<file path="config.mk">
export PLATFORM = sky130hd
export DESIGN_NAME = lj_axis
export DESIGN_NICKNAME = d
export VERILOG_FILES = /design/src/hw/rtl/lennard_jones_pair_energy_unit_assert.svh /design/src/hw/rtl/lj_axis.sv
export SDC_FILE = /design/constraint.sdc
export NUM_CORES = 1
export LEC_CHECK = 0
export BUFFER_PORTS_ARGS = -buffer_cell sky130_fd_sc_hd__buf_2
export CAP_MARGIN = 20
export CELL_PAD_IN_SITES_DETAIL_PLACEMENT = 1
export CELL_PAD_IN_SITES_GLOBAL_PLACEMENT = 2
export CORE_UTILIZATION = 23
export CTS_CLUSTER_DIAMETER = 80
export DETAILED_ROUTE_END_ITERATION = 12
export PLACE_DENSITY = 0.54
export SLEW_MARGIN = 20
export SYNTH_ARGS = -nofsm -noshare
export SYNTH_HDL_FRONTEND = slang
export SYNTH_SLANG_ARGS = --single-unit
</file>
<file path="constraint.sdc">
create_clock -name clk -period 10.2 [get_ports clk]
set_clock_uncertainty 0.2 [all_clocks]
set_input_delay 0.51 -clock clk [delete_from_list [all_inputs] [get_ports clk]]
set_output_delay 0.51 -clock clk [all_outputs]
set_load 0.02 [all_outputs]
</file>
<file path="src/hw/rtl/lennard_jones_pair_energy_unit_assert.svh">
// ----------------------------------------------------------------------------
// Lennard-Jones pair energy unit assertion macros
// Implication checks clocked on a rising edge, disabled during reset.
// ----------------------------------------------------------------------------
`ifndef LENNARD_JONES_PAIR_ENERGY_UNIT_ASSERT_SVH
`define LENNARD_JONES_PAIR_ENERGY_UNIT_ASSERT_SVH

// same-cycle implication
`define LJ_ASSERT_IMP(lbl, clk, rstn, ante, cons) \
	lbl: assert property (@(posedge clk) disable iff (!rstn) (ante) |-> (cons)) \
		else $error("lj pair energy: check failed");

// next-cycle implication
`define LJ_ASSERT_NXT(lbl, clk, rstn, ante, cons) \
	lbl: assert property (@(posedge clk) disable iff (!rstn) (ante) |=> (cons)) \
		else $error("lj pair energy: check failed");

`endif

</file>
<file path="src/hw/rtl/lj_axis.sv">
// ----------------------------------------------------------------------------
// Lennard-Jones axis difference
// Two stages: minimum-image wrap, then magnitude check and square.
// ----------------------------------------------------------------------------
`default_nettype none

module lj_axis #(
	parameter int COORD_WIDTH = 24
) (
	input wire logic clk,
	input wire logic en,
	input wire logic [COORD_WIDTH-1:0] a,
	input wire logic [COORD_WIDTH-1:0] b,
	input wire logic [23:0] box,
	output logic [47:0] sq_s2,
	output logic far_s2
);

	localparam int DW = ((COORD_WIDTH > 24) ? COORD_WIDTH : 24) + 2;

	logic signed [DW-1:0] d, d2, box_s, dw, dw_s1;
	logic [DW-1:0] mag;

	always_comb begin
		d = $signed({{(DW-COORD_WIDTH){1'b0}}, a}) - $signed({{(DW-COORD_WIDTH){1'b0}}, b});
		d2 = d <<< 1;
		box_s = $signed({{(DW-24){1'b0}}, box});
		priority if (d2 < -box_s) begin
			dw = d + box_s;
		end else if (d2 > box_s) begin
			dw = d - box_s;
		end else begin
			dw = d;
		end
		mag = dw_s1[DW-1] ? $unsigned(-dw_s1) : $unsigned(dw_s1);
	end

	always_ff @(posedge clk) begin
		if (en) begin
			dw_s1 <= dw;
			sq_s2 <= mag[23:0] * mag[23:0];
			far_s2 <= |mag[DW-1:24];
		end
	end

endmodule

`default_nettype wire

</file>
== After elaboration in Yosys (flattened, before gate mapping) ==
Index checks and enable logic that the tools add are counted.
Widths: inputs -> output; s select.

* Word-level logic and storage cells: 15
* Register bits after elaboration: 75
* Memory bits (writable): 0
* Memories: 0
* Latch bits: 0
* ROM bits: 0
* Output and inout bits: 49

* Bitwise logic cells: 0
* Shift-type cells: 0
* $lt $le $gt $ge: 2
* Div/mod/pow operators: 0
* Reduce and logical (&&, ||, !) cells: 1
* Equality and inequality tests: 0
* Mux-type cells: 3
* $mul: 1
* Add/sub/neg operators: 5

{| class="wikitable"
|+ Operators with widths
! cell !! count
|-
| $mux 26 || 3
|-
| $mul 24x24->48 || 1
|-
| $add 25x25->26 || 1
|-
| $gt 26x25->1 || 1
|-
| $lt 26x26->1 || 1
|-
| $neg 24->26 || 1
|-
| $neg 26->26 || 1
|-
| $sub 25x25->26 || 1
|-
| $sub 24x24->25 || 1
|-
| $reduce_or 2->1 || 1
|}

== Depth between registers and ports, before layout ==
Gate-level depths: netlist of run 1.

* Depth after elaboration: 4
* Depth in mapped cells: 36
* Depth with buffers taken out: 33

== Least setup slack after synthesis of run 1 ==
OpenSTA, ideal clock, no wires.

* Path type: flip-flop to flip-flop
* Start point: register dw_s1[0]
* End point: register sq_s2[39] (data pin)
* Required time: 9,726 ps
* Setup slack: 1,273 ps
* Period minus slack after synthesis: 8,927 ps
* Setup time: 274 ps
* Data arrival time: 8,453 ps
* Buffers on the path: 3
* Cell stages (with the launch flop): 32
* Cells stage by stage: edfxtp_1 clkbuf_1 clkinv_1 clkbuf_1 ha_1 inv_1 nor3_1 nand2_1 o21ai_0 xnor2_1 inv_1 clkbuf_1 nor2_1 fa_1 fa_1 fa_1 fa_1 fa_1 inv_1 fa_1 fa_1 inv_1 ha_1 a21o_1 a31oi_1 nor2b_1 o41ai_1 a21oi_1 or3_1 o31a_1 a31oi_1 o311ai_1

* Longest elaborated chain between the ends: 3

{| class="wikitable"
|+ RTL lines
! item !! RTL line !! text
|-
| start: declaration || lj_axis.sv:21 || <nowiki>logic signed [DW-1:0] d, d2, box_s, dw, dw_s1;</nowiki>
|-
| start signal: assignment || lj_axis.sv:40 || <nowiki>dw_s1 <= dw;</nowiki>
|-
| $neg 26->26 || lj_axis.sv:35 || <nowiki>mag = dw_s1[DW-1] ? $unsigned(-dw_s1) : $unsigned(dw_s1);</nowiki>
|-
| $mux 26 (*) || lj_axis.sv:35 ||
|-
| $mul 24x24->48 (*) || lj_axis.sv:41 || <nowiki>sq_s2 <= mag[23:0] * mag[23:0];</nowiki>
|-
| end signal: assignment || lj_axis.sv:41 ||
|-
| end: declaration || lj_axis.sv:15 || <nowiki>output logic [47:0] sq_s2,</nowiki>
|}

Mark *: on every way between the ends. The rest lies on a longest branch, timed or not.
A chain may end at the register's enable or synchronous reset.

== Worst setup path in the final report of run 1 ==
* Start point: register dw_s1[8]
* End point: register sq_s2[39] (data pin)

The elaborated chain is that of the path after synthesis.

==> run_results.csv, run 1 <==
group,metric,value,unit
floorplan,fp.dieW,326,um
min_path,timing.hold.worst_endpoint,"sq_s2[27]",
sta,rsz0062_at_grt,"false",
clock_network,cts.sink_count,74,
critical_path,setup.worst_path.class,"reg2reg",
floorplan,floorplan.io_pins,123,
critical_path,reg2reg_from,"dw_s1[8]",
cells_and_area,footprint_of_the_multi_input_gates,19200,um^2
clock_network,ctsHtreeMaxLevel,3,
floorplan,die_area,106000,um^2
logic_synthesis,seq_total_area_yosys,0.0918,
drt,route.detailed.wl_per_inst,19.2,um
sta,setup-violations-final,0,
logic_synthesis,edff_count_synth,74,
critical_path,start_kind,"flop",
min_path,hp-class,"in2reg",
clock_network,postCtsHoldBufs,0,
grt,grt_first_pass_wirelength,129,mm
clock_network,tritoncts,"done",
run,drv_cap,0,
sta,finalHoldViolCount,0,
cells_and_area,nNetsFinal,3662,
sta,timing_max_transition_violations_final,0,
grt,grt_antenna_before_repair,3,
grt,gr-usage-all-layers,0.157,
floorplan,core_box_area,104000,um^2
cells_and_area,drive_gt1_frac,0.0818,
place,place.gp.congestion,0.854,
clock_network,cts-root-to-sink-buffers,2,
cells_and_area,fin_cells,4254,
logic_synthesis,synth_common_cells,"sky130_fd_sc_hd__inv_1 (671), sky130_fd_sc_hd__fa_1 (430), sky130_fd_sc_hd__ha_1 (289)",
floorplan,dieHeight,326,um
critical_path,critPathMostFrequentCell,"sky130_fd_sc_hd__fa_1",
clock_network,root_buffer,"sky130_fd_sc_hd__clkbuf_16",
run_status,outcome,"finished, final reports clean",
cells_and_area,area.growth.synth_to_final,12.0,%
grt,first_global_vias,22000,
drt,detailed_router_iteration_count_before_antenna_repair,5,
critical_path,worst-r2r-setup-slack,0.54,ns
floorplan,starting_density_of_the_core,0.233,
logic_synthesis,yosysMostFrequentCell,"sky130_fd_sc_hd__inv_1",
sta,relSlewSlack,0.392,
grt,largest_net_degree_at_the_start_of_global_routing,45,
drt,remaining_drc_errors,0,
logic_synthesis,async_reset_ff_frac,0,
logic_synthesis,netlist-cell-type-count,85,
critical_path,cp.required,10.14,ns
drt,antenna_left,0,
logic_synthesis,synth_ff_type,"sky130_fd_sc_hd__edfxtp_1",
min_path,timing.hold.worst.start,"en",
grt,leftover_overflow_at_the_end_of_global_routing,0,
sta,worstMarginPinSlew,0.908,ns
clock_network,clock_latency,0.41,ns
floorplan,placementRows,118,
cells_and_area,n_antenna_cell,0,
logic_synthesis,syn-instance-count,2744,
cells_and_area,regArea,2220,um^2
critical_path,r2r.worst_path.cells,32,
logic_synthesis,synth_seq_cells,74,
place,dp_hpwl,70.2,mm
place,port_buffers,121,
logic_synthesis,synth_area_leaders,"sky130_fd_sc_hd__fa_1 (36%), sky130_fd_sc_hd__ha_1 (15%), sky130_fd_sc_hd__inv_1 (10%)",
place,place.detailed.instances,4232,
logic_synthesis,synth_nets,3537,
min_path,min_path_cells,1,
critical_path,cp_slowest_stage_delay,0.66,ns
drt,drtIter0Drc,701,
critical_path,cpMaxStageDelayCell,"sky130_fd_sc_hd__or4_1",
logic_synthesis,synth_area_leader_cell,"sky130_fd_sc_hd__fa_1",
logic_synthesis,synthesized_area_per_cell,8.82,um^2
drt,totalWireLength,81.7,mm
clock_network,clk_pin_slew,0.08,ns
sta,final_period_minus_worst_setup_slack,9.66,ns
critical_path,ff_to_ff_end,"sq_s2[39]",
clock_network,cts_buffers,9,
critical_path,arrival,9.60,ns
critical_path,cp_top_family,"adder cells",
sta,timing.fmax,104,MHz
critical_path,path_max_fanout,12,
logic_synthesis,number_of_warnings_reported_in_the_yosys_synthesis_log,0,
cells_and_area,fillCellCount,12300,
drt,via_count,19100,
sta,final_worst_path_period_share,0.947,
logic_synthesis,synthDominantCellAreaShare,0.356,
critical_path,critical_path.endpoint_type,"flop",
logic_synthesis,combined_area_of_all_synthesized_cells,24200,um^2
drt,vias_per_cell,4.50,
critical_path,worstPathBufferInverterCount,9,
layout by cell type (no fill, tap or decap), types with 6 or more instances in the layout:
cell                        count
sky130_fd_sc_hd__nor4_1         9
sky130_fd_sc_hd__o21ai_0       67
sky130_fd_sc_hd__ha_1         289
sky130_fd_sc_hd__inv_1        669
sky130_fd_sc_hd__clkbuf_16      9
sky130_fd_sc_hd__o31ai_1        9
sky130_fd_sc_hd__nor2b_1       22
sky130_fd_sc_hd__fa_1         430
sky130_fd_sc_hd__o21bai_1      15
sky130_fd_sc_hd__xnor2_1       71
sky130_fd_sc_hd__and2_1         9
sky130_fd_sc_hd__nand4_1       13
sky130_fd_sc_hd__buf_2        120
sky130_fd_sc_hd__nor2_1       241
sky130_fd_sc_hd__nor3_1        38
sky130_fd_sc_hd__xor2_1        31
sky130_fd_sc_hd__o21a_1        22
sky130_fd_sc_hd__buf_4         58
sky130_fd_sc_hd__a21o_1        36
sky130_fd_sc_hd__o211ai_1      15
sky130_fd_sc_hd__clkinv_1       9
sky130_fd_sc_hd__a21oi_1      105
sky130_fd_sc_hd__a2bb2oi_1      9
sky130_fd_sc_hd__edfxtp_1      74
sky130_fd_sc_hd__nand2_1      247
sky130_fd_sc_hd__a31oi_1       12
sky130_fd_sc_hd__o311ai_0      12
sky130_fd_sc_hd__or3_1         13
sky130_fd_sc_hd__a311o_1       15
sky130_fd_sc_hd__nand2b_1      13
sky130_fd_sc_hd__a211oi_1      11
sky130_fd_sc_hd__and3_1         9
sky130_fd_sc_hd__a311oi_1       7
sky130_fd_sc_hd__nand3_1       26
sky130_fd_sc_hd__o41ai_1        6
sequential cells by signal, indices dropped and copies added, names as in the netlist:
signal / flops
sq_s2: 47
dw_s1: 26
far_s2: 1
cell families (layout without fill, tap and decap cells):
group / Yosys count / after routing / share of synthesized area
AND/OR/NAND/NOR: 672 / 672 / 0.123
other: 1 / 1 / 0.000155
multiplexers: 7 / 7 / 0.00300
flip-flops: 74 / 74 / 0.0918
AO/OA/AOI/OAI: 419 / 419 / 0.121
adder cells (fa/ha/maj): 719 / 719 / 0.505
XOR/XNOR: 106 / 106 / 0.0390
buffers and inverters: 746 / 876 / 0.117
how the worst max path moves through the flow:
stage | from | endpoint | slack (ns) | cells past startpoint
floorplan | dw_s1[0] | sq_s2[39] | 1.27 | 31
global placement | dw_s1[4] | sq_s2[46] | -0.03 | 31
detailed placement | dw_s1[4] | sq_s2[46] | -0.09 | 31
CTS | dw_s1[4] | sq_s2[46] | 0.15 | 29
global route | dw_s1[8] | sq_s2[45] | 0.09 | 33
finish | dw_s1[8] | sq_s2[39] | 0.54 | 32
per-stage QoR:
stage	hold WS (ns)	setup TNS, ns	worst slack, ns	area, um^2	util
6_report	0.426	0	0.542	27100	0.261
5_1_grt	0.448	0	0.0913	27100	0.261
3_5_place_dp	0.450	-0.0940	-0.0940	26700	0.257
4_1_cts	0.430	0	0.149	27000	0.260
2_1_floorplan	0.270	0	1.27	24200	-
3_3_place_gp	0.447	-0.0311	-0.0311	26700	0.257
worst reg2reg max path, delay by kind of cell (launching register included):
family | cells | cell delay, ns
simple gates | 10 | 2.65
buf+inv | 9 | 1.03
compound gates | 4 | 1.05
xor+xnor | 1 | 0.21
fa+ha+maj | 8 | 3.81
flops | 1 | 0.45
what timing repair did:
item                       CTS  global route
hold endpoints to repair     0             0
resized for setup            2             5
setup endpoints to repair    2             7
setup buffers                0             6
metal layers:
metal,vias up,global-route usage,wire [um]
met5,-,0,13
met4,2,0.0396,1590
met3,70,0.0121,1750
met2,274,0.287,41600
met1,9819,0.198,36800
li1,8968,-,-
cell type report:
type | instances | share of cell area
Inverter | 681 | 0.0946
Tap cell | 1380 | 0.0637
Sequential cell | 74 | 0.0820
Clock buffer | 9 | 0.00831
Timing Repair Buffer | 179 | 0.0390
Clock inverter | 7 | 0.00365
Multi-Input combinational cell | 1924 | 0.709
Power of run 1 is left out: the tool's default activity adds up to more than one toggle a clock period on the data nets, which glitch-free logic cannot reach.
==> run 2: changes to the inputs <==
--- a/config.mk
+++ b/config.mk
@@ -5,6 +5,7 @@
 export SDC_FILE = /design/constraint.sdc
 export NUM_CORES = 1
 export LEC_CHECK = 0
+export ABC_AREA = 1
 export BUFFER_PORTS_ARGS = -buffer_cell sky130_fd_sc_hd__buf_2
 export CAP_MARGIN = 20
 export CELL_PAD_IN_SITES_DETAIL_PLACEMENT = 1
@@ -12,7 +13,7 @@
 export CORE_UTILIZATION = 23
 export CTS_CLUSTER_DIAMETER = 80
 export DETAILED_ROUTE_END_ITERATION = 12
-export PLACE_DENSITY = 0.54
+export PLACE_DENSITY = 0.56
 export SLEW_MARGIN = 20
 export SYNTH_ARGS = -nofsm -noshare
 export SYNTH_HDL_FRONTEND = slang
==> run 2 against run 1 <==
  * Non-clock buffer count decreased by 12
  * Hold slack got worse by 0.049 ns
  * Cell area grew 4.5%
  * Via count increased by 8.6%
  * Sequential cell count unchanged
  * Global-route usage is 1.3 points higher
  * First-iteration DRC count grew 8.7%
  * Fmax rose by 4.5%
  * Routed wire length grew 13%
  * Highest routed layer unchanged
  * Final cell count is 14% higher
  * Critical path type unchanged
  * Synthesized cell count rose by 20%
  * Sequential share of layout area decreased by 0.35 points
==> run_results.csv, run 2 <==
group,metric,value,unit
sta,final_period_minus_worst_setup_slack,9.24,ns
logic_synthesis,synthesized_area_per_cell,7.76,um^2
place,placed_cell_area,27900,um^2
clock_network,cts_buffers,9,
drt,detailed_router_iteration_count_before_antenna_repair,5,
logic_synthesis,syn-instance-count,3280,
grt,grt_antenna_before_repair,7,
logic_synthesis,seq_total_area_yosys,0.0873,
cells_and_area,most_used_cells_in_the_layout_excluding_fill_and_tap_cells,"sky130_fd_sc_hd__inv_1 (878), sky130_fd_sc_hd__nand2_1 (583), sky130_fd_sc_hd__fa_1 (430)",
grt,grt_util_met2,0.304,
sta,setup-violations-final,0,
place,dp_hpwl,81.4,mm
clock_network,clock_latency,0.40,ns
grt,leftover_overflow_at_the_end_of_global_routing,0,
logic_synthesis,combined_area_of_all_synthesized_cells,25500,um^2
sta,finalHoldViolCount,0,
floorplan,placementRows,121,
drt,vias_per_cell,4.27,
critical_path,critical_path.endpoint_type,"flop",
cells_and_area,nNetsFinal,4182,
clock_network,cts-root-to-sink-buffers,2,
sta,rsz0062_at_grt,"false",
sta,relSlewSlack,0.384,
logic_synthesis,netlist-cell-type-count,51,
sta,timing_max_transition_violations_final,0,
logic_synthesis,async_reset_ff_frac,0,
clock_network,root_buffer,"sky130_fd_sc_hd__clkbuf_16",
critical_path,arrival,9.20,ns
cells_and_area,largest_reg_flops,47,
floorplan,fp.dieW,335,um
sta,worstMarginPinSlew,0.916,ns
drt,totalWireLength,92.2,mm
logic_synthesis,synthDominantCellAreaShare,0.338,
drt,drtIter0Drc,762,
place,port_buffers,121,
floorplan,die_area,112000,um^2
run_status,outcome,"finished, final reports clean",
logic_synthesis,number_of_warnings_reported_in_the_yosys_synthesis_log,0,
clock_network,ctsHtreeMaxLevel,3,
cells_and_area,reg.largest.list,"sq_s2 (47), dw_s1 (26), far_s2 (1)",
drt,route.detailed.wl_per_inst,18.9,um
logic_synthesis,synth_nets,4073,
clock_network,post-cts-setup-buffers,0,
grt,grt_most_used_layer,"met2",
critical_path,cp_slowest_stage_delay,0.61,ns
critical_path,setup.worst_path.class,"reg2reg",
logic_synthesis,synth_area_leaders,"sky130_fd_sc_hd__fa_1 (34%), sky130_fd_sc_hd__ha_1 (14%), sky130_fd_sc_hd__inv_1 (13%)",
grt,grt_first_pass_wirelength,142,mm
logic_synthesis,synth_ff_type,"sky130_fd_sc_hd__edfxtp_1",
grt,global_route.usage.met1,0.219,
grt,largest_net_degree_at_the_start_of_global_routing,50,
logic_synthesis,synth_seq_cells,74,
clock_network,postCtsHoldBufs,0,
logic_synthesis,synth_common_cells,"sky130_fd_sc_hd__inv_1 (878), sky130_fd_sc_hd__nand2_1 (583), sky130_fd_sc_hd__fa_1 (430)",
grt,grt.met3_usage,0.0162,
cells_and_area,stdcell_area,28300,um^2
cells_and_area,layout_commonest_cell,"sky130_fd_sc_hd__inv_1",
sta,fin_tns_setup,0,ns
min_path,hp-class,"in2reg",
cells_and_area,drive_gt1_frac,0.0666,
cells_and_area,area.growth.synth_to_final,11.2,%
run,drv_cap,0,
drt,via_count,20800,
clock_network,cts.sink_count,74,
critical_path,start_kind,"flop",
clock_network,tritoncts,"done",
cells_and_area,max_flop_register,"sq_s2",
floorplan,starting_density_of_the_core,0.233,
logic_synthesis,edff_count_synth,74,
clock_network,ctsResizeCount,0,
sta,timing.fmax,108,MHz
place,place.gp.congestion,0.839,
drt,remaining_drc_errors,0,
grt,first_global_vias,23400,
critical_path,cpMaxStageDelayCell,"sky130_fd_sc_hd__inv_1",
clock_network,clk_pin_slew,0.08,ns
floorplan,floorplan.io_pins,123,
grt,gr-usage-all-layers,0.169,
critical_path,cp.required,10.16,ns
sta,final_worst_path_period_share,0.906,
drt,antenna_left,0,
cells_and_area,n_antenna_cell,0,
critical_path,path_max_fanout,14,
floorplan,dieHeight,335,um
cells_and_area,fillCellCount,13300,
logic_synthesis,yosysMostFrequentCell,"sky130_fd_sc_hd__inv_1",
logic_synthesis,synth_area_leader_cell,"sky130_fd_sc_hd__fa_1",
floorplan,core_box_area,109000,um^2
==> run 2: metrics by stage <==
stage          cells  setup WS (ns)  hold WS [ns]   util
6_report        4870          0.955         0.378  0.259
5_1_grt         4870          0.233         0.390  0.259
4_1_cts         4870          0.871         0.362  0.259
3_5_place_dp    4854          0.865         0.376  0.256
3_3_place_gp    4854          0.583         0.344  0.256
2_1_floorplan   3280           2.16         0.316      -
==> run 2: cells by family (layout without fill, tap and decap cells) <==
logic type | count (synthesis) | count (layout) | synth area share
xor+xnor | 118 | 118 | 0.0409
other cells | 1 | 1 | 0.000147
buf+inv | 958 | 1072 | 0.144
flops | 74 | 74 | 0.0873
compound gates | 303 | 303 | 0.0672
simple gates | 1107 | 1107 | 0.181
fa+ha+maj | 719 | 719 | 0.480
==> run 2: layer usage <==
layer  vias up  wire, um  share of wire
met2       247     45400           0.49
met3        57      2250          0.024
li1      10100         -              -
met1     10400     42800           0.46
met5         -        35        0.00038
met4         6      1640          0.018
==> run 2: worst paths after layout <==
path	slack, ns	startpoint	cells past startpoint	end
worst max register to register	0.96	dw_s1[0]	33	sq_s2[46]
worst min register to register	0.38	dw_s1[0]	0	sq_s2[0]
worst max-delay path	0.96	dw_s1[0]	33	sq_s2[46]
worst min-delay path	0.38	en	1	sq_s2[8]
==> run 2: cell type report <==
type | instances | area, um^2 | area share
tap | 1476 | 1850 | 0.0652
clock inverter | 6 | 138 | 0.00486
timing repair buffer | 167 | 953 | 0.0337
clock buffer | 10 | 229 | 0.00809
multi-input combinational | 2248 | 19600 | 0.692
sequential | 74 | 2220 | 0.0785
inverter | 889 | 3340 | 0.118
==> run 2: worst max-delay path: cells and delay by family (launching register included) <==
kind	cells	cell delay, ns
adders and majority gates	8	3.93
and+or+nand+nor	11	1.99
AOI/OAI and AO/OA	6	1.35
buffers and inverters	7	0.95
DFF	1	0.47
xor gates and xnor gates	1	0.09
Power of run 2 is left out for the same reason.
