File: src/hw/rtl/lennard_jones_pair_energy_unit_assert.svh
// ----------------------------------------------------------------------------
// Lennard-Jones pair energy unit assertion macros
// Implication checks clocked on a rising edge, disabled during reset.
// ----------------------------------------------------------------------------
`ifndef LENNARD_JONES_PAIR_ENERGY_UNIT_ASSERT_SVH
`define LENNARD_JONES_PAIR_ENERGY_UNIT_ASSERT_SVH

// same-cycle implication
`define LJ_ASSERT_IMP(lbl, clk, rstn, ante, cons) \
	lbl: assert property (@(posedge clk) disable iff (!rstn) (ante) |-> (cons)) \
		else $error("lj pair energy: check failed");

// next-cycle implication
`define LJ_ASSERT_NXT(lbl, clk, rstn, ante, cons) \
	lbl: assert property (@(posedge clk) disable iff (!rstn) (ante) |=> (cons)) \
		else $error("lj pair energy: check failed");

`endif

File: src/hw/rtl/lj_pkg.sv
// ----------------------------------------------------------------------------
// Lennard-Jones pair energy package
// Register codes, reset values and the divider stage record.
// ----------------------------------------------------------------------------
`default_nettype none

package lj_pkg;

	localparam int CFG_IDX_W = 8;
	localparam int CFG_DATA_W = 32;
	localparam int QUO_W = 48;
	localparam int CUBE_W = 96;

	typedef enum logic [CFG_IDX_W-1:0] {
		REG_BOX_LENGTH = 8'd0,
		REG_CUTOFF_SQ = 8'd1,
		REG_FOUR_EPSILON = 8'd2,
		REG_SIGMA_SIXTH = 8'd3
	} lj_reg_t;

	localparam logic [23:0] BOX_RESET = 24'd2326528;
	localparam logic [31:0] CUTOFF_RESET = 32'd6553600;
	localparam logic [23:0] FEPS_RESET = 24'd14149917;
	localparam logic [27:0] SIGMA_RESET = 28'd91802956;

	typedef struct packed {
		logic vld;
		logic near;
		logic big;
		logic [CUBE_W-1:0] dvs;
		logic [CUBE_W-1:0] rem;
		logic [QUO_W-1:0] quo;
	} lj_div_t;

endpackage

`default_nettype wire

File: src/hw/rtl/lj_div_step.sv
// ----------------------------------------------------------------------------
// Lennard-Jones divider step
// One restoring quotient bit per stage, registered.
// ----------------------------------------------------------------------------
`default_nettype none

module lj_div_step (
	input wire logic clk,
	input wire logic arst_n,
	input wire logic en,
	input wire lj_pkg::lj_div_t d_in,
	output lj_pkg::lj_div_t d_out
);

	logic [lj_pkg::CUBE_W:0] t, diff;
	logic ge;

	always_comb begin
		t = {d_in.rem, 1'b0};
		diff = t - {1'b0, d_in.dvs};
		ge = t >= {1'b0, d_in.dvs};
	end

	always_ff @(posedge clk or negedge arst_n) begin
		if (!arst_n) begin
			d_out <= '0;
		end else if (en) begin
			d_out.vld <= d_in.vld;
			d_out.near <= d_in.near;
			d_out.big <= d_in.big;
			d_out.dvs <= d_in.dvs;
			d_out.rem <= ge ? diff[lj_pkg::CUBE_W-1:0] : t[lj_pkg::CUBE_W-1:0];
			d_out.quo <= {d_in.quo[lj_pkg::QUO_W-2:0], ge};
		end
	end

endmodule

`default_nettype wire
File: config.mk
export PLATFORM = sky130hd
export DESIGN_NAME = lj_div_step
export DESIGN_NICKNAME = d
export VERILOG_FILES = /design/src/hw/rtl/lennard_jones_pair_energy_unit_assert.svh /design/src/hw/rtl/lj_pkg.sv /design/src/hw/rtl/lj_div_step.sv
export SDC_FILE = /design/constraint.sdc
export NUM_CORES = 1
export LEC_CHECK = 0
export BUFFER_PORTS_ARGS = -buffer_cell sky130_fd_sc_hd__buf_2
export CAP_MARGIN = 0
export CORE_ASPECT_RATIO = 0.9
export CORE_MARGIN = 2
export CORE_UTILIZATION = 35
export CTS_BUF_LIST = sky130_fd_sc_hd__clkbuf_8
export CTS_CLUSTER_DIAMETER = 80
export CTS_CLUSTER_SIZE = 40
export DETAILED_ROUTE_END_ITERATION = 16
export HOLD_SLACK_MARGIN = 0.06
export PLACE_DENSITY = 0.57
export SLEW_MARGIN = 0
export SYNTH_ARGS = -nofsm -noshare
export SYNTH_HDL_FRONTEND = slang
export SYNTH_SLANG_ARGS = --single-unit
File: constraint.sdc
create_clock -name clk -period 2.01 [get_ports clk]
set_input_delay 0.1005 -clock clk [delete_from_list [all_inputs] [get_ports clk]]
set_output_delay 0.1005 -clock clk [all_outputs]
set_load 0.005 [all_outputs]
### Word level (Yosys, flattened, before mapping)

Index checks and enable logic that the tools add are counted.
W data, S select, Z words.

| storage, ports and cells | value |
|---|---|
| bits in registers | 243 |
| bits in latches | 0 |
| RAM bits | 0 |
| ROM bits | 0 |
| bits of input ports | 246 |
| output and inout port bits | 243 |
| logic and storage cells | 9 |
| memories kept | 0 |

| cells by class | value |
|---|---|
| add/subtract/negate cells | 1 |
| multipliers | 0 |
| divide/modulo/power cells | 0 |
| order comparisons | 1 |
| eq/ne operators | 0 |
| shift-type cells | 0 |
| muxes and demuxes | 1 |
| bitwise logic cells | 0 |
| reduce and logical (&&, ||, !) cells | 0 |

Operators with widths:

| kind | count |
|---|---|
| $ge A97 B96 Y1 | 1 |
| $mux W96 | 1 |
| $sub A96 B96 Y96 | 1 |

### Longest topological paths before layout

Gate-level depths: netlist (run 1).

| depth | value |
|---|---|
| word-level depth | 2 |
| depth in mapped cells | 18 |
| gate-level depth less buffers | 13 |

### Worst setup path before layout (run 1)

OpenSTA, ideal clock, no wires.

| path | value |
|---|---|
| path kind | input -> register |
| start | input d_in[170] (netlist bit) |
| end | register d_out[106] (netlist bit) |
| library setup time | 0.131 ns |
| arrival time | 2.671 ns |
| required time | 1.879 ns |
| setup slack | -0.792 ns |
| cell stages on the path | 15 |
| path buffers | 3 |
| cells stage by stage | inv_1 > ha_1 > buf_6 > a21o_1 > a31oi_1 > o21a_1 > o211ai_2 > nor3_2 > o31ai_1 > or4b_1 > buf_4 > nand2_8 > buf_8 > nor4b_1 > or3_1 |

| on the way | value |
|---|---|
| word-level cells in the longest chain between the ends | 2 |
| elaborated cells between the ends (all ways) | 3 |
| classes of those cells | 1 x add/sub; 1 x order compare; 1 x mux |

RTL lines:

| what | RTL line | source |
|---|---|---|
| start: declaration | lj_div_step.sv:11 | `input wire lj_pkg::lj_div_t d_in,` |
| $sub A96 B96 Y96 or $ge A97 B96 Y1 (tied branches) | lj_div_step.sv:20, lj_div_step.sv:21 |  |
| $mux W96 (*) | lj_div_step.sv:32 | `d_out.rem <= ge ? diff[lj_pkg::CUBE_W-1:0] : t[lj_pkg::CUBE_W-1:0];` |
| end: declaration | lj_div_step.sv:12 | `output lj_pkg::lj_div_t d_out` |

Mark *: on every way between the ends. The rest lies on a longest branch, timed or not.
A chain may end at the register's enable or synchronous reset.

### Worst setup path after layout (run 1)

| path | value |
|---|---|
| start | input d_in[180] (netlist bit) |
| end | register d_out[135] (netlist bit) |

Same word-level chain as after synthesis.

==> results of run 1 <==
## placed cells by master (no fill, tap or decap), types with 28 or more instances in the layout
cell           instances
buf_6                 81
a21oi_1              164
inv_1                 94
mux2_2               145
buf_2                456
dfrtp_1              243
ha_4                  56
nand2_1               99
ha_1                  40
o21ai_0               42
a21oi_4               28
a21o_1                34
nor2_1               136
nor2_4                38
xor2_1                30
a21oi_2               88
inv_2                 28
buf_4                521
mux2i_1               29
dlygate4sd3_1        260
nand4_1               42
xnor2_1               33
## area by class of cell
type | count | area, sq um
fill | 3582 | 15870
inverter | 131 | 521.8
antenna | 2 | 5.005
clock buffer | 18 | 247.7
sequential | 243 | 6081
multi-input combinational | 1364 | 12070
clock inverter | 12 | 210.2
tap | 616 | 770.7
timing repair buffer | 1363 | 10670
## synthesized netlist by cell type, drive strengths merged (2+ instances only)
library cell,count,area share
a211oi,10,0.0058
mux2,145,0.10
o21a,21,0.0097
xnor2,45,0.024
mux2i,33,0.020
xor2,38,0.020
a21boi,10,0.0046
o41ai,5,0.0031
nor2b,10,0.0038
inv,130,0.030
nor3,25,0.0079
nand3,24,0.0073
a221oi,6,0.0032
o31a,3,0.0016
a21o,34,0.016
o41a,2,0.0014
o211ai,9,0.0044
o31ai,7,0.0035
o21ai,81,0.025
a41oi,4,0.0021
nor4,14,0.0053
nand4,42,0.016
nand4b,2,0.0011
clkbuf,59,0.014
a311oi,3,0.0016
a31oi,11,0.0046
dfrtp,243,0.37
a221o,2,0.0012
ha,96,0.073
nand3b,2,0.00092
o221ai,5,0.0027
nand2,127,0.030
and2,6,0.0023
and3,8,0.0031
a31o,3,0.0016
a21oi,280,0.086
buf,42,0.018
and4,4,0.0021
o21bai,21,0.0099
nand2b,6,0.0023
a211o,6,0.0032
nor2,187,0.043
or3,9,0.0034
or2,3,0.0011
## what timing repair did
| action | CTS | global route |
|---|---|---|
| endpoints found under the hold margin | 485 | 8 |
| hold buffers | 253 | 7 |
| resized for setup | 384 | 269 |
| pin swaps | 158 | 139 |
| cloned | 17 | 2 |
| setup buffers | 64 | 48 |
| endpoints found under the setup margin | 97 | 97 |
## layer usage
| metal | GRT usage | up-vias |
|---|---|---|
| met5 | 0 | - |
| met4 | 0.09085 | 0 |
| met3 | 0.04844 | 130 |
| met2 | 0.4749 | 589 |
| met1 | 0.3589 | 9363 |
| li1 | - | 9049 |
## tightest hold or removal path, delay by kind of cell
kind | cells | cell delay, ns
AO/OA/AOI/OAI | 1 | 0.04
AND/OR/NAND/NOR | 2 | 0.21
buffers and inverters | 1 | 0.10
## final timing paths
path | startpoint | end | slack (ns)
min reg2reg | d_out[142] | d_out[142] | 0.52
max in group asynchronous | arst_n | d_out[212] | 0.68
max reg2reg | d_out[9] | d_out[9] | 0.52
min | d_in[135] | d_out[136] | -0.19
max | d_in[180] | d_out[135] | -0.42
min in group asynchronous | arst_n | d_out[24] | 0.51
## kinds of logic after synthesis
family                   after synthesis  synth area share
AO/OA/AOI/OAI                        531            0.1959
XOR/XNOR                              83           0.04438
adder cells (fa/ha/maj)               97           0.07455
buffers and inverters                232           0.06210
flip-flops                           243            0.3712
multiplexers                         178            0.1199
AND/OR/NAND/NOR                      473            0.1320
## through the flow
stage	utilization	TNS, ns	setup WS [ns]	std cells	area (sq um)
floorplan	-	-64.44	-0.7034	1837	16740
global placement	0.5016	-132.07	-1.439	3340	23300
detailed placement	0.5016	-140.41	-1.553	3340	23300
CTS	0.6247	-24.06	-0.4489	3701	29020
global route	0.6584	-37.77	-0.5177	3749	30580
finish	0.6584	-31.06	-0.4247	3749	30580
## power groups by stage
| stage | clock network [uW] | registers [uW] | logic [uW] |
|---|---|---|---|
| floorplan | 0 | 6050 | 2980 |
| global placement | 0 | 6010 | 6100 |
| detailed placement | 0 | 6030 | 6180 |
| CTS | 3350 | 5950 | 7910 |
| global route | 3490 | 6040 | 9430 |
| finish | 3250 | 5980 | 8820 |
==> qor.yml, run 1 <==
insertion_delay_ns: 0.65
synthFlopType: "dfrtp_1"
r2r_cells: 2
cpMostUsedCell: "o21ai_2"
pwr-share-seq: 0.331
wl_met2_um: 36200
avgSynthCellArea_sq_um: 8.916
die_area_sq_mm: 0.04855
cp_cell_sequence: "buf_8, inv_4, ha_4, buf_6, and4_4, nand4_1, buf_4, nor2_2, o41a_1, a211oi_4, o21ai_2, a21oi_4, o21ai_2, a21oi_2, xnor2_1, a221o_1"
drc_errors: 0
maxSlewHeadroom: 0.4722
clk_pin_slew_ns: 0.18
synth_area_sq_mm: 0.01638
cts_tree: "done"
grtUsageTotal: 0.2793
die_h_um: 209.2
port_buffers: 487
yosys_register_bits: 243
row_count: 75
violations: "hold timing, setup timing"
met3_wirelength_um: 3740
cts_buffers: 17
clockPowerShare: 0.180
finClkSkew_ns: 0
wl_per_cell_um: 19.52
critPathBufInv: 4
worst_slack_ns: -0.4247
viasPerCell: 5.103
seq_area_frac_synth: 0.3712
drv_slew: 0
cp_top_family: "compound AO/OA/AOI/OAI gates"
cp.depth: 16
tightest_slew_ns: 0.7917
wirelength_um: 73190
pwr-share-comb: 0.489
fp.dieW_um: 232.0
arrival_ns: 3.00
hp-class: "in2reg"
dp_hpwl_um: 48970
reg_top3: "d_out x243"
drt_iter0_markers: 1154
max_stage_delay_ns: 0.46
drtPass1Iterations: 5
syn_nets: 2180
area_growth_syn_to_layout_pct: 86.71
place.gp.congestion: 0.8975
min_path_cells: 4
hold_viol_final: 1
switching_share: 0.3773
clockBufferDepth: 3
topRoutingLayerUsed: "met4"
clock_sinks: 243
cts_root_buf: "clkbuf_8"
vdd_drop_max_uv: 669.9
synthCells: 1837
regMostFlops: "d_out"
start_util: 0.3526
p_switching_uw: 6809
met1Wirelength_um: 30860
path_class: "in2reg"
finalSetupViolCount: 97
crit_path_end_kind: "flip-flop"
num_vias: 19130
core_area_sq_mm: 0.04645
crit_path_start_kind: "primary input"
rsz0062_at_grt: "true"
critPathRequiredTime_ns: 2.58
synth_warnings: 0
grt_max_degree: 107
nets: 3463
io_pins: 489
drv_cap: 0
power_uw: 18050
synth-edff-count: 0
p_int_uw: 11240
critPathSlowestCell: "o41a_1"
whs_ns: -0.1877
ys_types: 81
finalCriticalPeriod_ns: 2.435
antenna_found_initial: 2
status: "finished with violations"
fmax_mhz: 410.7
grt_pass1_wl_um: 107600
overflow: 0
p_leak_uw: 0.01413
path_max_fanout: 4
powerDensity_mw_per_mm2: 590.1
largest_reg_flops: 243
period_share: 1.211
final_antenna_net_count: 0
cts.htree.levels: 1
grt_pass1_vias: 19880
drive_above_1_share: 0.5436
async_reset_ff_frac: 1.000
Power figures use the tool's default switching activity.
==> run 2, diff against run 1 <==
--- a/config.mk
+++ b/config.mk
@@ -10,10 +10,10 @@
 export CORE_ASPECT_RATIO = 0.9
 export CORE_MARGIN = 2
 export CORE_UTILIZATION = 35
-export CTS_BUF_LIST = sky130_fd_sc_hd__clkbuf_8
 export CTS_CLUSTER_DIAMETER = 80
 export CTS_CLUSTER_SIZE = 40
 export DETAILED_ROUTE_END_ITERATION = 16
+export GPL_ROUTABILITY_DRIVEN = 0
 export HOLD_SLACK_MARGIN = 0.06
 export PLACE_DENSITY = 0.57
 export SLEW_MARGIN = 0
==> run 2 against run 1 <==
Compared with the run above:
- the run ends with setup timing left
- global-route usage down 0.38 points
- non-clock buffer count fell by 18
- sequential share of layout area rose by 0.25 points
- critical path depth increased by 1
- cell count decreased by 0.53%
- design area shrank 1.2%
- largest cell class unchanged
- highest routed layer unchanged
==> qor.yml, run 2 (same netlist as run 1, synthesis figures left out) <==
dp_hpwl_um: 48690  # -0.57%
layout_commonest_cell: "buf_4"
final_core_util: 0.6503  # -0.008080
hp-start: "d_in[130]"
rsz0062_at_grt: "true"
worst_slack_ns: -0.6179  # -0.1932 ns
met1Wirelength_um: 29690  # -3.8%
r2r_end: "d_out[237]"
final_antenna_net_count: 0  # unchanged
topRoutingLayerUsed: "met4"
placed_area_sq_mm: 0.02332  # about the same
arrival_ns: 3.03  # +0.03 ns
final_cells: 3729  # -0.53%
tightest_slew_ns: 0.7431  # -0.04862 ns
reg_top3: "d_out x243"
path_class: "in2reg"
maxSlewHeadroom: 0.5046  # +0.03241
grt_pass1_wl_um: 107600  # about the same
grt_max_degree: 130  # +21%
hold_path_end: "d_out[131]"
start_util: 0.3526  # unchanged
clockBufferDepth: 3  # unchanged
r2r_cells: 2  # unchanged
drt_iter0_markers: 1188  # +2.9%
design_area_sq_mm: 0.03021  # -1.2%
finClkSkew_ns: 0  # unchanged
clock_sinks: 243  # unchanged
cts.htree.levels: 1  # unchanged
setup.worst_path.start: "d_in[154]"
wirelength_um: 69340  # -5.3%
drtPass1Iterations: 5  # unchanged
core_area_sq_mm: 0.04645  # unchanged
row_count: 75  # unchanged
die_area_sq_mm: 0.04855  # unchanged
finalSetupViolCount: 97  # unchanged
fp.dieW_um: 232.0  # unchanged
status: "finished with violations"
fmax_mhz: 380.5  # -7.4%
overflow: 0  # unchanged
path_max_fanout: 7  # +3
nets: 3445  # -0.52%
p_leak_uw: 0.01399  # -0.96%
area_growth_syn_to_layout_pct: 84.42
crit_path_start_kind: "primary input"
dpl.cell_count: 3346  # +0.18%
violations: "setup timing"
vdd_drop_max_uv: 707.0  # +5.5%
min_path_cells: 5  # +1
wl_met2_um: 34060  # -5.9%
drv_slew: 0  # unchanged
critPathRequiredTime_ns: 2.42  # -0.16 ns
cp_top_family: "simple AND/OR/NAND/NOR gates"
cts_root_buf: "clkbuf_16"
clk_pin_slew_ns: 0.10  # -0.08 ns
regMostFlops: "d_out"
period_share: 1.307  # +0.09613
viasPerCell: 5.093  # -0.20%
largest_reg_flops: 243  # unchanged
cp_cell_sequence: "buf_6, inv_4, ha_4, a21oi_4, o211ai_1, a21boi_4, a31oi_4, nor3_4, o31ai_4, or4b_4, nand2_8, buf_12, buf_8, buf_16, nor2_4, a21oi_2, a21oi_2"
r2r_start: "d_out[237]"
io_pins: 489  # unchanged
crit_path_end_kind: "flip-flop"
critPathSlowestCell: "or4b_4"
drv_cap: 0  # unchanged
num_vias: 18990  # -0.73%
critPathBufInv: 5  # +1
drc_errors: 0  # unchanged
cpMostUsedCell: "a21oi_2"
hp-class: "in2reg"
powerDensity_mw_per_mm2: 610.5  # +3.5%
power_uw: 18440  # +2.2%
finalCriticalPeriod_ns: 2.628  # +0.1932 ns
max_stage_delay_ns: 0.62  # +0.16 ns
reg2reg_setup_slack_ns: 0.66  # +0.14 ns
grt_pass1_vias: 20000  # +0.58%
met3_wirelength_um: 3689  # -1.4%
port_buffers: 487  # unchanged
die_h_um: 209.2  # unchanged
hold_viol_final: 0  # -1
grtUsageTotal: 0.2756  # -0.003757
antenna_found_initial: 1  # -1
final_cell_mix: "514 x buf_4, 460 x buf_2, 251 x dlygate4sd3_1, 243 x dfrtp_1, 164 x a21oi_1"
finalSetupTns_ns: -46.57  # -15.51 ns
cts_tree: "done"
wl_per_cell_um: 18.59  # -4.8%
cts_buffers: 17  # unchanged
drive_above_1_share: 0.5376  # -0.006000
insertion_delay_ns: 0.53  # -0.12 ns
run 2: changes by cell type in the layout (fill, tap and decap cells not counted), sizes merged:
cell,delta
buf,-8
inv,+2
diode,-1
bufbuf,+1
clkinvlp,-1
dlygate4sd3,-9
clkbuf,-3
clkinv,-1
run 2: report_power, final:
part	switching (uW)	total, uW	internal (uW)	leakage [uW]
clock network	2210	3950	1740	0.000294
registers	410	5970	5560	0.00281
logic	4030	8520	4490	0.0109
total	6650	18400	11800	0.0140
run 2: worst max path at each step:
stage	end	slack (ns)	cells past startpoint
global placement	d_out[80]	-1.43	16
finish	d_out[83]	-0.62	17
floorplan	d_out[134]	-0.70	17
global route	d_out[83]	-0.69	17
detailed placement	d_out[53]	-1.55	17
CTS	d_out[130]	-0.50	15
run 2: metrics by stage:
stage | setup WS (ns) | hold slack, ns
after floorplan | -0.7034 | -0.1951
after global placement | -1.428 | 0.1151
after detailed placement | -1.546 | 0.1215
after CTS | -0.5029 | 0.09458
after global routing | -0.6872 | 0.1646
final | -0.6179 | 0.1251
run 2: final cells by class:
class,count,area (sq um)
Sequential cell,243,6081
Inverter,131,524.3
Tap cell,616,770.7
Clock inverter,12,187.7
Clock buffer,17,425.4
Multi-Input combinational cell,1364,11810
Timing Repair Buffer,1345,10410
Antenna cell,1,2.502
Fill cell,3589,16240
run 2: layer usage:
| layer | global-route usage | up-vias |
|---|---|---|
| met1 | 0.3585 | 9253 |
| li1 | - | 9043 |
| met2 | 0.4820 | 584 |
| met4 | 0.06543 | 0 |
| met3 | 0.03780 | 111 |
| met5 | 0 | - |
run 2: tightest hold or removal path: cells and delay by family:
family,cells,cell delay [ns]
fa+ha+maj,1,0.21
compound gates,2,0.15
buf+inv,1,0.10
simple gates,1,0.06
run 2: what timing repair did:
item / CTS / global route
setup buffers: 74 / 25
pin swaps: 233 / 90
resized for setup: 458 / 153
cloned: 15 / 0
hold buffers: 251 / 0
endpoints found under the hold margin: 477 / 0
setup endpoints to repair: 97 / 97
==> run 3, diff against run 2 <==
--- a/config.mk
+++ b/config.mk
@@ -9,14 +9,14 @@
 export CAP_MARGIN = 0
 export CORE_ASPECT_RATIO = 0.9
 export CORE_MARGIN = 2
-export CORE_UTILIZATION = 35
+export CORE_UTILIZATION = 25
 export CTS_CLUSTER_DIAMETER = 80
-export CTS_CLUSTER_SIZE = 40
+export CTS_CLUSTER_SIZE = 8
 export DETAILED_ROUTE_END_ITERATION = 16
 export GPL_ROUTABILITY_DRIVEN = 0
 export HOLD_SLACK_MARGIN = 0.06
-export PLACE_DENSITY = 0.57
-export SLEW_MARGIN = 0
+export PLACE_DENSITY = 0.44
+export SLEW_MARGIN = 40
 export SYNTH_ARGS = -nofsm -noshare
 export SYNTH_HDL_FRONTEND = slang
 export SYNTH_SLANG_ARGS = --single-unit
==> run 3 against run 2 <==
Compared with the run above:
- the run still ends with setup timing left
- design area rose by 1.2%
- die area up 39%
- cell count is 7.2% higher
- wire length is 3.8% higher
- critical endpoint is now d_out[114]
- utilization shrank 18 points
- highest routed layer is now met5
- via count fell by 1.8%
- critical path type unchanged
- clock skew unchanged
- sequential share of layout area decreased by 0.25 points
- register-to-register slack gained 0.02 ns
- non-clock buffer count down 3
==> qor.yml, run 3 (same netlist as run 1, synthesis figures left out) <==
finalSetupViolCount: 97  # unchanged
grtUsageTotal: 0.2039  # -0.07170
met1Wirelength_um: 32470  # +9.4%
drtPass1Iterations: 6  # +1
clockBufferDepth: 3  # unchanged
cts_tree: "done"
fmax_mhz: 384.0  # +0.90%
path_max_fanout: 11  # +4
wl_per_cell_um: 18.00  # -3.2%
final_cell_mix: "535 x buf_4, 471 x buf_2, 256 x dlygate4sd3_1, 243 x dfrtp_1, 194 x a21oi_1"
start_util: 0.2514  # -0.1012
grt_pass1_vias: 19500  # -2.5%
r2r_cells: 2  # unchanged
dpl.cell_count: 3620  # +8.2%
clk_pin_slew_ns: 0.05  # -0.05 ns
vdd_drop_max_uv: 536.9  # -24%
cts.htree.levels: 2  # +1
reg_top3: "d_out x243"
worst_slack_ns: -0.5944  # +0.02353 ns
p_leak_uw: 0.01419  # +1.4%
overflow: 0  # unchanged
port_buffers: 487  # unchanged
p_int_uw: 13560  # +15%
core_area_sq_mm: 0.06514  # +40%
final_antenna_net_count: 0  # unchanged
viasPerCell: 4.665  # -8.4%
topRoutingLayerUsed: "met5"
p_switching_uw: 6741  # +1.4%
drive_above_1_share: 0.5177  # -0.01987
clock_sinks: 243  # unchanged
nets: 3465  # +0.58%
row_count: 89  # +19%
pwr-share-seq: 0.294  # -0.030
insertion_delay_ns: 0.55  # +0.02 ns
cts_buffers: 39  # +22
tightest_slew_ns: 0.5859  # -0.1572 ns
design_area_sq_mm: 0.03058  # +1.2%
drc_errors: 0  # unchanged
placed_area_sq_mm: 0.02383  # +2.2%
num_vias: 18650  # -1.8%
antenna_found_initial: 4  # +3
wirelength_um: 71980  # +3.8%
wl_met2_um: 34100  # +0.13%
status: "finished with violations"
rsz0062_at_grt: "true"
die_area_sq_mm: 0.06758  # +39%
area_growth_syn_to_layout_pct: 86.72
finalSetupTns_ns: -46.91  # -0.3425 ns
critPathRequiredTime_ns: 2.44  # +0.02 ns
cts_root_buf: "clkbuf_16"
violations: "setup timing"
crit_path_start_kind: "primary input"
clockPowerShare: 0.300  # +0.086
io_pins: 489  # unchanged
drt_iter0_markers: 982  # -17%
powerDensity_mw_per_mm2: 663.8  # +8.7%
die_h_um: 246.8  # +18%
largest_reg_flops: 243  # unchanged
fp.dieW_um: 273.8  # +18%
final_cells: 3998  # +7.2%
layout_commonest_cell: "buf_4"
arrival_ns: 3.03  # about the same
crit_path_end_kind: "flip-flop"
grt_max_degree: 103  # -21%
grt_pass1_wl_um: 108900  # +1.2%
pwr-share-comb: 0.405  # -0.057
period_share: 1.296  # -0.01171
regMostFlops: "d_out"
met3_wirelength_um: 3656  # -0.89%
switching_share: 0.3321  # -0.02844
maxSlewHeadroom: 0.6094  # +0.1048
dp_hpwl_um: 53520  # +9.9%
drv_slew: 0  # unchanged
hp-class: "in2async"
drv_cap: 0  # unchanged
hold_viol_final: 0  # unchanged
finalCriticalPeriod_ns: 2.604  # -0.02353 ns
finClkSkew_ns: 0  # unchanged
path_class: "in2reg"
whs_ns: 0.09784  # -0.02723 ns
==> run 3: changes by cell type in the layout (fill, tap and decap cells not counted), sizes merged <==
cell and change:
bufbuf -1, buf -11, clkbuf +29, dlygate4sd3 +5, inv -6, clkinv +1
diode +2, bufinv +1, nand2 +1
==> run 3: cell type report <==
class	instances	area, sq um
diodes	3	7.507
flip-flops and latches	243	6081
multi-input cells	1365	11550
well taps	864	1081
clock inverters	8	116.4
repair buffers	1342	10220
clock buffers	42	997.2
inverters	131	521.8
fillers	6255	34560
==> run 3: repair_timing <==
| item | 4_1_cts | 5_1_grt |
|---|---|---|
| buffers inserted | 38 | 30 |
| gates resized for setup | 271 | 214 |
| pin swaps | 109 | 117 |
| endpoints found under the setup margin | 97 | 97 |
| hold buffers | 254 | 2 |
| cloned | 10 | 5 |
| endpoints found under the hold margin | 469 | 2 |
==> run 3: critical path: stages <==
cell,delay [ns]
buf_4,0.13
ha_4,0.24
a21oi_4,0.16
o211ai_1,0.16
a21boi_4,0.21
a31oi_4,0.13
buf_12,0.15
nor3_4,0.18
o31ai_4,0.12
or4b_4,0.60
nand2_8,0.11
buf_4,0.16
buf_12,0.12
clkbuf_16,0.16
mux2i_1,0.20
a21oi_1,0.08
==> run 3: per-layer routing <==
layer,vias to the layer above,track usage
met3,94,0.03428
met2,451,0.3401
met5,-,0
met1,9018,0.2720
li1,9082,-
met4,6,0.05304
==> run 3: path summary, 6_finish.rpt <==
path / startpoint / endpoint / slack, ns
max: d_in[55] / d_out[114] / -0.59
min: arst_n / d_out[71] / 0.1
max reg2reg: d_out[160] / d_out[160] / 0.68
min reg2reg: d_out[143] / d_out[143] / 0.48
max in group asynchronous: arst_n / d_out[205] / 1.13
min in group clk: d_in[135] / d_out[136] / 0.12
==> run 3: stage by stage <==
stage	util	total power, uW	setup WS [ns]
5_1_grt	0.4694	21440	-0.7074
6_report	0.4695	20300	-0.5944
4_1_cts	0.4506	19870	-0.5854
3_5_place_dp	0.3657	12360	-1.767
3_3_place_gp	0.3657	12310	-1.796
2_1_floorplan	-	9039	-0.7034
==> run 3: power groups by stage <==
stage	sequential (uW)	combinational (uW)	clock, uW
after detailed placement	6030	6320	0
after global routing	6050	8910	6480
after global placement	6010	6300	0
final	5980	8230	6100
after floorplan	6050	2980	0
after CTS	5970	7610	6280
